==> src/sv/assert_macros.svh <==
// Assertion helpers shared by the MD4 engine RTL.
// Both macros expect clk and arst_n in the scope where they are used.
`ifndef ASSERT_MACROS_SVH
`define ASSERT_MACROS_SVH
`ifndef SYNTHESIS
// Check a property on every rising edge outside reset.
`define ASSERT_CLK(label, prop, msg) \
	label: assert property (@(posedge clk) disable iff (!arst_n) (prop)) else $error(msg);
// Check that a condition implies another in the same cycle.
`define ASSERT_IMPL(label, ante, cons, msg) \
	label: assert property (@(posedge clk) disable iff (!arst_n) (ante) |-> (cons)) \
		else $error(msg);
`else
`define ASSERT_CLK(label, prop, msg)
`define ASSERT_IMPL(label, ante, cons, msg)
`endif
`endif

==> src/sv/md4_pkg.sv <==
`timescale 1ns / 1ps
`default_nettype none
package md4_pkg;

	// One request on the byte channel
	typedef struct packed {
		logic [7:0] data_byte;
		logic       has_byte;
		logic       is_last;
	} md4_in_t;

	// One digest word on the result channel
	typedef struct packed {
		logic [31:0] digest_word;
		logic [1:0]  word_index;
		logic        last_word;
	} md4_out_t;

	// Four 32-bit words: chaining value or working registers, A at index 0
	typedef logic [3:0][31:0] md4_chain_t;

	// Control from the byte sequencer to the compression unit
	typedef struct packed {
		logic start;
		logic clear;
	} md4_ctrl_t;

	// Status from the compression unit
	typedef struct packed {
		logic busy;
		logic done;
	} md4_stat_t;

	localparam md4_chain_t MD4_IV = {32'h10325476, 32'h98badcfe, 32'hefcdab89, 32'h67452301};
	localparam logic [31:0] MD4_K2 = 32'h5a827999;
	localparam logic [31:0] MD4_K3 = 32'h6ed9eba1;

	// Round codes, taken from the top bits of the step counter
	localparam logic [1:0] RND_F = 2'd0;
	localparam logic [1:0] RND_G = 2'd1;

	localparam int STEPS = 48;
	localparam logic [5:0] LAST_STEP = 6'(STEPS - 1);
	localparam logic [5:0] PAD_END   = 6'd56;
	localparam logic [5:0] BLK_LAST  = 6'd63;
	localparam logic [1:0] WORD_LAST = 2'd3;

	// Message word order of each round
	function automatic logic [3:0] msg_index(input logic [1:0] rnd, input logic [3:0] stp);
		logic [3:0] idx;
		case (rnd)
			RND_F:   idx = stp;
			RND_G:   idx = {stp[1:0], stp[3:2]};
			default: idx = {stp[0], stp[1], stp[2], stp[3]};
		endcase
		return idx;
	endfunction

	// Rotate amount of each round and step position
	function automatic logic [4:0] shift_amt(input logic [1:0] rnd, input logic [1:0] pos);
		logic [4:0] s;
		case (rnd)
			RND_F: begin
				case (pos)
					2'd0:    s = 5'd3;
					2'd1:    s = 5'd7;
					2'd2:    s = 5'd11;
					default: s = 5'd19;
				endcase
			end
			RND_G: begin
				case (pos)
					2'd0:    s = 5'd3;
					2'd1:    s = 5'd5;
					2'd2:    s = 5'd9;
					default: s = 5'd13;
				endcase
			end
			default: begin
				case (pos)
					2'd0:    s = 5'd3;
					2'd1:    s = 5'd9;
					2'd2:    s = 5'd11;
					default: s = 5'd15;
				endcase
			end
		endcase
		return s;
	endfunction

	function automatic logic [31:0] rotl32(input logic [31:0] v, input logic [4:0] s);
		logic [63:0] t;
		t = {v, v} << s;
		return t[63:32];
	endfunction

	function automatic logic [31:0] swap32(input logic [31:0] v);
		return {v[7:0], v[15:8], v[23:16], v[31:24]};
	endfunction

endpackage
`default_nettype wire

==> src/sv/md4_core.sv <==
`timescale 1ns / 1ps
`default_nettype none
`include "assert_macros.svh"
module md4_core (
	input  wire                 clk,
	input  wire                 arst_n,
	input  md4_pkg::md4_ctrl_t  ctrl,
	input  wire  [31:0]         msg_word,
	output logic [3:0]          msg_idx,
	output md4_pkg::md4_stat_t  stat,
	output md4_pkg::md4_chain_t chain
);
	import md4_pkg::*;

	typedef enum logic [1:0] {
		CS_IDLE,
		CS_RUN,
		CS_FIN
	} core_state_t;

	core_state_t state_q;
	logic [5:0]  step_q;
	md4_chain_t  work_q;
	md4_chain_t  chain_q;

	logic [1:0]  rnd;
	logic [31:0] wa, wb, wc, wd;
	logic [31:0] fval;
	logic [31:0] step_sum;
	logic [31:0] step_new;

	// Decode round and step position
	assign rnd     = step_q[5:4];
	assign msg_idx = msg_index(rnd, step_q[3:0]);

	assign wa = work_q[0];
	assign wb = work_q[1];
	assign wc = work_q[2];
	assign wd = work_q[3];

	// Round function with its additive constant
	always_comb begin
		case (rnd)
			RND_F:   fval = (wb & wc) | (~wb & wd);
			RND_G:   fval = ((wb & wc) | (wb & wd) | (wc & wd)) + MD4_K2;
			default: fval = (wb ^ wc ^ wd) + MD4_K3;
		endcase
	end

	// Shared step unit: add, add, rotate
	assign step_sum = wa + fval + msg_word;
	assign step_new = rotl32(step_sum, shift_amt(rnd, step_q[1:0]));

	// Sequence the 48 steps, then fold into the chaining value
	always_ff @(posedge clk or negedge arst_n) begin
		if (!arst_n) begin
			state_q <= CS_IDLE;
			step_q  <= '0;
			work_q  <= '0;
			chain_q <= MD4_IV;
		end else begin
			case (state_q)
				CS_IDLE: begin
					if (ctrl.clear) begin
						chain_q <= MD4_IV;
					end
					if (ctrl.start) begin
						work_q  <= chain_q;
						step_q  <= '0;
						state_q <= CS_RUN;
					end
				end
				CS_RUN: begin
					// rotate the register roles so the target is always slot 0
					work_q[0] <= wd;
					work_q[1] <= step_new;
					work_q[2] <= wb;
					work_q[3] <= wc;
					if (step_q == LAST_STEP) begin
						step_q  <= '0;
						state_q <= CS_FIN;
					end else begin
						step_q <= step_q + 6'd1;
					end
				end
				CS_FIN: begin
					chain_q[0] <= chain_q[0] + wa;
					chain_q[1] <= chain_q[1] + wb;
					chain_q[2] <= chain_q[2] + wc;
					chain_q[3] <= chain_q[3] + wd;
					state_q    <= CS_IDLE;
				end
				default: state_q <= CS_IDLE;
			endcase
		end
	end

	assign stat.busy = (state_q != CS_IDLE);
	assign stat.done = (state_q == CS_FIN);
	assign chain     = chain_q;

	`ASSERT_CLK(a_step_range, step_q <= LAST_STEP, "step counter out of range")
	`ASSERT_IMPL(a_fin_step, state_q == CS_FIN, step_q == 6'd0, "finish with step not cleared")
	`ASSERT_CLK(a_start_run, (ctrl.start && state_q == CS_IDLE) |=> (state_q == CS_RUN && step_q == 6'd0), "start did not launch the rounds")

endmodule
`default_nettype wire

==> src/sv/md4_hash_engine.sv <==
`timescale 1ns / 1ps
`default_nettype none
// Byte request: one that fills a 64-byte block starts a compression (48 round steps
// on the shared step unit, then a fold into the chaining value); byte_ready is low
// until it ends. Last request: padding writes one byte per cycle to offset 56 + 8,
// pausing to compress each closed block, then four digest words, one per accepted cycle.
// Reset (arst_n low, asynchronous): chaining value to the MD4 start value, counts to zero.
`include "assert_macros.svh"
module md4_hash_engine (
	input  wire               clk,
	input  wire               arst_n,
	input  wire               byte_valid,
	output logic              byte_ready,
	input  md4_pkg::md4_in_t  byte_data,
	output logic              digest_valid,
	input  wire               digest_ready,
	output md4_pkg::md4_out_t digest_data
);
	import md4_pkg::*;

	typedef enum logic [1:0] {
		ST_IDLE,
		ST_PAD,
		ST_COMP,
		ST_OUT
	} eng_state_t;

	typedef enum logic [1:0] {
		PS_MARK,
		PS_ZERO,
		PS_LEN
	} pad_stage_t;

	eng_state_t  st_q;
	pad_stage_t  ps_q;
	logic        pad_q;
	logic        last_pend_q;
	logic [5:0]  cnt_q;
	logic [63:0] len_q;
	logic [1:0]  out_idx_q;
	logic [31:0] msg_q [16];

	logic        put_en;
	logic [7:0]  put_val;
	logic [7:0]  len_byte;
	logic [3:0]  msg_idx;
	md4_ctrl_t   core_ctrl;
	md4_stat_t   core_stat;
	md4_chain_t  chain;

	assign byte_ready = (st_q == ST_IDLE);
	assign len_byte   = len_q[{cnt_q[2:0], 3'b000} +: 8];

	// Select the byte written into the block this cycle
	always_comb begin
		put_en  = 1'b0;
		put_val = 8'h00;
		case (st_q)
			ST_IDLE: begin
				put_en  = byte_valid && byte_data.has_byte;
				put_val = byte_data.data_byte;
			end
			ST_PAD: begin
				put_en = 1'b1;
				case (ps_q)
					PS_MARK: put_val = 8'h80;
					PS_ZERO: put_val = (cnt_q == PAD_END) ? len_byte : 8'h00;
					default: put_val = len_byte;
				endcase
			end
			default: ;
		endcase
	end

	assign core_ctrl.start = put_en && (cnt_q == BLK_LAST);
	assign core_ctrl.clear = (st_q == ST_OUT) && digest_ready && (out_idx_q == WORD_LAST);

	// Pack bytes little-endian into the message words
	always_ff @(posedge clk) begin
		if (put_en) begin
			msg_q[cnt_q[5:2]][{cnt_q[1:0], 3'b000} +: 8] <= put_val;
		end
	end

	// Sequence byte intake, padding, compression and digest output
	always_ff @(posedge clk or negedge arst_n) begin
		if (!arst_n) begin
			st_q        <= ST_IDLE;
			ps_q        <= PS_MARK;
			pad_q       <= 1'b0;
			last_pend_q <= 1'b0;
			cnt_q       <= '0;
			len_q       <= '0;
			out_idx_q   <= '0;
		end else begin
			if (put_en) begin
				cnt_q <= cnt_q + 6'd1;
			end
			case (st_q)
				ST_IDLE: begin
					if (byte_valid) begin
						if (byte_data.has_byte) begin
							len_q <= len_q + 64'd8;
						end
						if (core_ctrl.start) begin
							st_q        <= ST_COMP;
							last_pend_q <= byte_data.is_last;
						end else if (byte_data.is_last) begin
							st_q  <= ST_PAD;
							pad_q <= 1'b1;
							ps_q  <= PS_MARK;
						end
					end
				end
				ST_PAD: begin
					case (ps_q)
						PS_MARK: ps_q <= PS_ZERO;
						PS_ZERO: if (cnt_q == PAD_END) ps_q <= PS_LEN;
						default: ;
					endcase
					if (core_ctrl.start) begin
						st_q <= ST_COMP;
					end
				end
				ST_COMP: begin
					if (core_stat.done) begin
						if (pad_q) begin
							st_q <= (ps_q == PS_LEN) ? ST_OUT : ST_PAD;
						end else if (last_pend_q) begin
							st_q        <= ST_PAD;
							pad_q       <= 1'b1;
							ps_q        <= PS_MARK;
							last_pend_q <= 1'b0;
						end else begin
							st_q <= ST_IDLE;
						end
					end
				end
				ST_OUT: begin
					if (digest_ready) begin
						if (out_idx_q == WORD_LAST) begin
							st_q      <= ST_IDLE;
							out_idx_q <= '0;
							len_q     <= '0;
							pad_q     <= 1'b0;
							ps_q      <= PS_MARK;
						end else begin
							out_idx_q <= out_idx_q + 2'd1;
						end
					end
				end
				default: st_q <= ST_IDLE;
			endcase
		end
	end

	md4_core u_core (
		.clk      (clk),
		.arst_n   (arst_n),
		.ctrl     (core_ctrl),
		.msg_word (msg_q[msg_idx]),
		.msg_idx  (msg_idx),
		.stat     (core_stat),
		.chain    (chain)
	);

	// Drive the digest words from the chaining value
	assign digest_valid            = (st_q == ST_OUT);
	assign digest_data.digest_word = swap32(chain[out_idx_q]);
	assign digest_data.word_index  = out_idx_q;
	assign digest_data.last_word   = (out_idx_q == WORD_LAST);

	`ASSERT_CLK(a_one_side, !(byte_ready && digest_valid), "byte and digest sides open together")
	`ASSERT_IMPL(a_comp_busy, st_q == ST_COMP, core_stat.busy, "waiting on an idle compression unit")
	`ASSERT_CLK(a_done_clear, (digest_valid && digest_ready && digest_data.last_word) |=> (len_q == 64'd0 && cnt_q == 6'd0), "length or count not cleared after digest")

endmodule
`default_nettype wire
==> config.mk <==
export PLATFORM = sky130hd
export DESIGN_NAME = md4_hash_engine
export DESIGN_NICKNAME = d
export VERILOG_FILES = /design/src/sv/md4_pkg.sv /design/src/sv/md4_core.sv /design/src/sv/md4_hash_engine.sv
export VERILOG_INCLUDE_DIRS = /design/src /design/src/sv
export SDC_FILE = /design/constraint.sdc
export NUM_CORES = 2
export LEC_CHECK = 0
export ABC_AREA = 1
export BUFFER_PORTS_ARGS = -buffer_cell sky130_fd_sc_hd__buf_4
export CORE_UTILIZATION = 58
export DETAILED_ROUTE_END_ITERATION = 16
export PLACE_DENSITY = 0.77
export SYNTH_ARGS = -nofsm -noshare
export SYNTH_HDL_FRONTEND = slang
export SYNTH_SLANG_ARGS = --single-unit
==> constraint.sdc <==
create_clock -name clk -period 4.8 [get_ports clk]
set_input_delay 0.48 -clock clk [delete_from_list [all_inputs] [get_ports clk]]
set_output_delay 0.48 -clock clk [all_outputs]
set_load 0.01 [all_outputs]
### After elaboration in Yosys (flattened, before gate mapping)

Memories as Yosys holds them, arrays and structs flattened.
Cells that the tools add are included.

* register bits after elaboration: 342
* latch bits: 0
* RAM bits: 512
* memory bits (read-only): 0
* bits of input ports: 14
* output and inout bits: 37
* logic and storage cells: 164
* memories kept: 1

* $add $sub $neg: 13
* multiply operators: 0
* div/mod/pow operators: 0
* $lt $le $gt $ge: 1
* eq/ne operators: 31
* shift operators: 4
* mux-type cells: 64
* bitwise operators: 10
* reductions and logical operators: 23

Memories
* msg_q: depth 16, bits a word 32, read ports 1, clocked after memory_dff 0, wr ports 1, line md4_hash_engine.sv:41 `logic [31:0] msg_q [16];`

Operator list (count)
* 128-bit one-hot mux with 2 select lines: 2
* 128-bit 2-to-1 mux: 2
* 64-bit 2-to-1 mux: 4
* 32-bit adder: 6
* 32-bit AND: 4
* 64-bit one-hot mux with 2 select lines: 1
* 32-bit bitwise OR: 3
* 32-bit by 31-bit adder with 32-bit output, second input constant: 2
* 64-bit by 4-bit adder with 64-bit output, second input constant: 1
* 32-bit binary-select mux with 2-bit select: 1
* 32-bit 2-to-1 mux: 2
* 32-bit one-hot mux with 2 select lines: 1
* 64-bit by 7-bit indexed part select with 8-bit output: 1
* 64-bit by 5-bit << shifter with 64-bit output: 1
* 32-bit XOR: 2
* 2-bit 2-to-1 mux: 19
* 32-bit NOT: 1
* 8-bit one-hot mux with 2 select lines: 2
* 8-bit by 7-bit variable shift with 32-bit output, first input constant: 1
* 8-bit by 7-bit indexed part select with 32-bit output: 1
* 4-bit one-hot mux with 3 select lines: 2
* 6-bit == test, second input constant: 3
* 2-bit != test, second input constant: 8
* 2-bit one-hot mux with 4 select lines: 2
* 28 further kinds: 74

### Depth between registers and ports, before layout

* depth in word-level cells: 9
* gate-level depth with buffers: 41

### Hierarchy

A second synthesis with hierarchy kept.

* cells, all modules: 5893
* area total of the unflattened synthesis: 51134.0 um^2

Modules (own cells, without submodules)
* md4_hash_engine: times used 1, cells each 2545, area an instance 27178.6 um^2, sequential area each 17251.5 um^2
* md4_core: times used 1, cells each 3348, area an instance 23955.5 um^2, sequential area each 6686.4 um^2

### Worst setup path after synthesis

No wires, ideal clock.

* path type: register -> register
* start point: reg u_core.work_q, in the netlist u_core.wd[1]
* end point: reg u_core.work_q, in the netlist u_core.wb[30]
* setup time: 0.116 ns
* arrival: 4.885 ns
* setup slack: -0.201 ns
* stages on the path, launching flop included: 39
* buffers on the path: 0
* period minus slack after synthesis: 5.001 ns
* cells stage by stage: dfrtp_1 inv_1 fa_1 inv_1 ha_1 nand2_1 nor2_1 nand2_1 a21oi_1 nor2_1 nand2_1 nand2_1 nand2_1 a21boi_0 nand2_1 nand2_1 inv_1 nand2_1 [3 not listed] nand3_1 nand3_1 fa_1 inv_1 ha_1 a21oi_1 o21ai_0 a21oi_1 nand3_1 or2_2 nand3_1 nand3_1 nand3_1 nand3_1 nand2_1 inv_1 nand2_1 nand2_1

* word-level cells in the longest chain between the ends: 9
* elaborated cells between the ends (all ways): 14
* classes of those cells: 4 x add/sub; 1 x shift; 2 x mux; 7 x bitwise

Ends and longest elaborated chain
* start, declared: line md4_core.sv:23 `md4_chain_t work_q;`
* start signal, assigned: line md4_core.sv:68 `work_q <= chain_q;`
* 32-bit AND: line md4_core.sv:45 `RND_G: fval = ((wb & wc) | (wb & wd) | (wc & wd)) + MD4_K2;`
* 32-bit bitwise OR (2 in series): line md4_core.sv:45
* 32-bit by 31-bit adder with 32-bit output: line md4_core.sv:45
* 32-bit one-hot mux with 2 select lines *: line md4_core.sv:43 `case (rnd)`
* 32-bit adder * (2 in series): line md4_core.sv:51 `assign step_sum = wa + fval + msg_word;`
* 64-bit by 5-bit << shifter with 64-bit output *: line md4_pkg.sv:93 `t = {v, v} << s;`
* 128-bit one-hot mux with 2 select lines *: line md4_core.sv:62 `case (state_q)`

Mark *: on every way between the ends. The rest lies on a longest branch, timed or not.
A chain may end at the register's enable or synchronous reset.

### Final worst setup path

* start point: reg u_core.work_q, in the netlist u_core.wb[24]
* end point: reg u_core.work_q, in the netlist u_core.wb[8]

* word-level cells in the longest chain between the ends: 9
* elaborated cells between the ends (all ways): 16
* classes of those cells: 4 x add/sub; 1 x shift; 2 x mux; 9 x bitwise

Ends and longest elaborated chain (line)
* 32-bit AND, on equally long branches: md4_core.sv:44, md4_core.sv:45
* 32-bit bitwise OR (2 in series): md4_core.sv:45
* 32-bit by 31-bit adder with 32-bit output: md4_core.sv:45
* 32-bit one-hot mux with 2 select lines *: md4_core.sv:43
* 32-bit adder * (2 in series): md4_core.sv:51
* 64-bit by 5-bit << shifter with 64-bit output *: md4_pkg.sv:93
* 128-bit one-hot mux with 2 select lines *: md4_core.sv:62

Marks and branches as above.

==> metrics.md <==
| Metric | Value |
|---|---|
| Post-synthesis cell type count | `74` |
| Required @ worst endpoint | `5.39 ns` |
| 1st-iter DRT viols | `5122` |
| Layout filler cell count | `6910` |
| CTS Buf Count | `90` |
| Setup Skew | `0.04525 ns` |
| Num rows | `108` |
| Clock Latency Late Sink | `0.71 ns` |
| Final min period | `5.474 ns` |
| Via count | `47460` |
| Flop-to-flop setup slack | `-0.67 ns` |
| Avg Inst Size Synth | `8.375 sq um` |
| Die area | `89780 sq um` |
| Clock Path Buffers | `3` |
| Synth warnings | `0` |
| Setup violations, final | `32` |
| Fraction of the yosys area taken by sequential cells | `46.59%` |
| WL/cell | `23.51 microns` |
| Critical path type | `flip-flop to flip-flop` |
| Initial antenna violation count | `0` |
| Die X | `299.6 microns` |
| RePlAce Congestion | `1.094` |
| Layout area overhead | `18.31%` |
| Number of synthesized flops with an enable pin | `512` |
| Largest net degree at the start of global routing | `161` |
| Routed wire length | `183400 microns` |
| Final setup margin | `-0.6743 ns` |
| Layout cells sized above 1 | `16.99%` |
| Starting Density | `58.86%` |
| Max-cap violations | `0` |
| Slew Limit Fails | `0` |
| Main synth FF type | `edfxtp_1` |
| Synth Net Count | `6387` |
| Final Hold Vio Count | `0` |
| Failing checks | `setup timing` |
| CTS root buf | `clkbuf_16` |
| Core area | `87290 sq um` |
| Final antenna-violating net count | `0` |
| Crit path launch type | `flip-flop` |
| I/O Pins | `51` |
| Residual DRC | `0` |
| RSZ-0062 raised after global routing | `true` |
| Slew @ Worst Pin | `1.426 ns` |
| Die Ht | `299.6 microns` |
| Crit. End Element | `flip-flop` |
| Area of the mapped netlist | `51380 sq um` |
| Arrival @ worst endpoint | `6.06 ns` |
| Number of iterations in the first detailed-routing pass | `6` |
| Port Buffers | `50` |
| Post-synthesis instance total | `6135` |
| Status | `finished with violations` |
| Worst Setup SP | `u_core.wb[24]` |
| Number of global-route vias before repair | `45400` |
| Non-Filler Instances | `7800` |
| Capture point of the worst path | `u_core.wb[8]` |
| GRT overflow | `0` |
| Ys async rst share | `39.84%` |
| H-tree depth | `3` |
| Placed cell areas | `56670 sq um` |
| Diode count | `0` |
| Clock tree from TritonCTS | `built` |
| Worst rel slew slack | `3.959%` |
| HPWL after DPL | `136200 microns` |
| Clock transition at path regs | `0.06 ns` |
| Count of nets after finishing | `6820` |
| Crit path max fanout | `2` |
| Sink Count | `851` |
| Via/cell ratio | `6.085` |
| FF-to-FF End | `u_core.wb[8]` |
| Fmax achieved | `182.7 MHz` |
| Yosys reg bits | `851` |
| Placed cells | `7612` |
| Design area | `60780 sq um` |
| HP Class | `input port to flip-flop` |
| First-pass GRT wire length | `274400 microns` |
| R2r worst-path depth | `24` |
| FF-to-FF Start | `u_core.wb[24]` |
| GRT Total Usage | `40.77%` |
| Final Cycle Share | `114.0%` |
[per-layer routing]
layer,up-vias,track usage [%],wire [microns]
li1,21900,-,-
met1,22540,51.09,69170
met2,2427,65.43,84710
met3,589,7.538,15910
met4,0,25.64,13620
met5,-,0,0
[per-stage QoR]
step	setup TNS, ns	setup WS, ns	utilization [%]	hold slack, ns
2_1_floorplan	0	0.009955	-	0.1844
3_3_place_gp	-28.28	-0.9819	64.91	0.5001
3_5_place_dp	-30.03	-1.062	64.91	0.5068
4_1_cts	-19.33	-0.6642	69.08	0.02898
5_1_grt	-28.85	-0.9466	69.63	0.05744
6_report	-19.67	-0.6743	69.63	0.05510
[repair_timing]
item | in CTS | in global routing
hold buffers | 1 | 0
setup buffers | 11 | 7
pin swaps | 79 | 70
endpoints found under the hold margin | 80 | 0
resized for setup | 141 | 91
endpoints found under the setup margin | 32 | 32
[cell type report]
class / instances / area, sq um / area share [%]
Clock inverter: 54 / 528.0 / 0.8687
Multi-Input combinational cell: 4092 / 24120 / 39.69
Clock buffer: 115 / 2427 / 3.993
Sequential cell: 851 / 23940 / 39.38
Inverter: 933 / 3503 / 5.764
Tap cell: 1155 / 1445 / 2.377
Timing Repair Buffer: 600 / 4817 / 7.925
[critical path, stage by stage, from the launching register on]
cell     delay [ns]
dfrtp_1        0.54
fa_1           0.59
inv_1          0.06
nor2_1         0.13
inv_1          0.07
nor3_1         0.59
nand3_1        0.38
nand2_1        0.20
a21oi_1        0.09
xor2_1         0.14
a21oi_1        0.13
buf_4          0.16
fa_1           0.43
ha_1           0.33
nand4_1        0.12
inv_1          0.05
a221o_1        0.38
a21oi_4        0.19
nand3_4        0.13
nand3_4        0.11
nand3_2        0.11
nand3_1        0.13
nand3_1        0.10
nand2_1        0.11
nand2_1        0.05
[state kept, by name (all words and copies together) (netlist names), 6 cells and up]
signal,flops
u_core.wd,32
u_core.wa,32
u_core.wb,32
len_q,61
msg_q,512
u_core.wc,32
u_core.step_q,6
cnt_q,6
u_core.chain,128
[worst min-delay path by stage]
stage / start / to / slack, ns / depth (start not counted)
after floorplan: arst_n / cnt_q[0] / 0.18 / 0
after global placement: len_q[32] / len_q[32] / 0.50 / 1
after detailed placement: len_q[40] / len_q[40] / 0.51 / 1
after CTS: digest_ready / out_idx_q[0] / 0.03 / 3
after global routing: digest_ready / out_idx_q[0] / 0.06 / 3
final: byte_data[0] / last_pend_q / 0.06 / 3
[synthesized netlist by cell type (all sizes together), types with 6 or more instances]
library cell  instances  area, sq um
nand2               989         3745
inv                 926         3476
o21ai               588         2943
nand3               580         2923
a21oi               551         2765
edfxtp              512        15370
nor2                394         1554
dfrtp               275         6882
o211ai              258         1937
clkbuf              179        671.9
ha                  170         2127
nor3                 81        437.9
buf                  80        365.4
fa                   68         1361
o22ai                65        412.9
dfstp                64         1682
xor2                 49        429.2
or2                  41        256.5
nand4                34        219.0
o21a                 22        165.2
xnor2                22        192.7
nor4                 21        167.7
a31oi                20        125.1
a21o                 16        120.1
nand3b               15        112.6
o21bai               13        97.59
a221oi                9        85.08
o31ai                 8        60.06
a211oi                7        57.55
clkinv                7        27.52
o221ai                7        61.31
a32o                  6        60.06
[cell usage in the layout, fill, tap and decap left out, types with 91 or more instances in the layout]
cell type	count
o211ai_1	258
o21ai_0	559
dfrtp_1	274
nor2_1	364
ha_1	155
buf_4	571
nand3_1	486
inv_1	892
nand2_1	951
edfxtp_1	512
a21oi_1	525
clkbuf_16	91
[logic make-up after synthesis]
logic type,after synthesis,synth area share (%)
buffers and inverters,1192,8.838
AO/OA/AOI/OAI,1609,17.96
adder cells (fa/ha/maj),238,6.790
multiplexers,5,0.09742
XOR/XNOR,71,1.210
AND/OR/NAND/NOR,2169,18.51
flip-flops,851,46.59
Power is not shown: default switching activity piles up to over one toggle a cycle in this logic, so the estimate is an artifact.
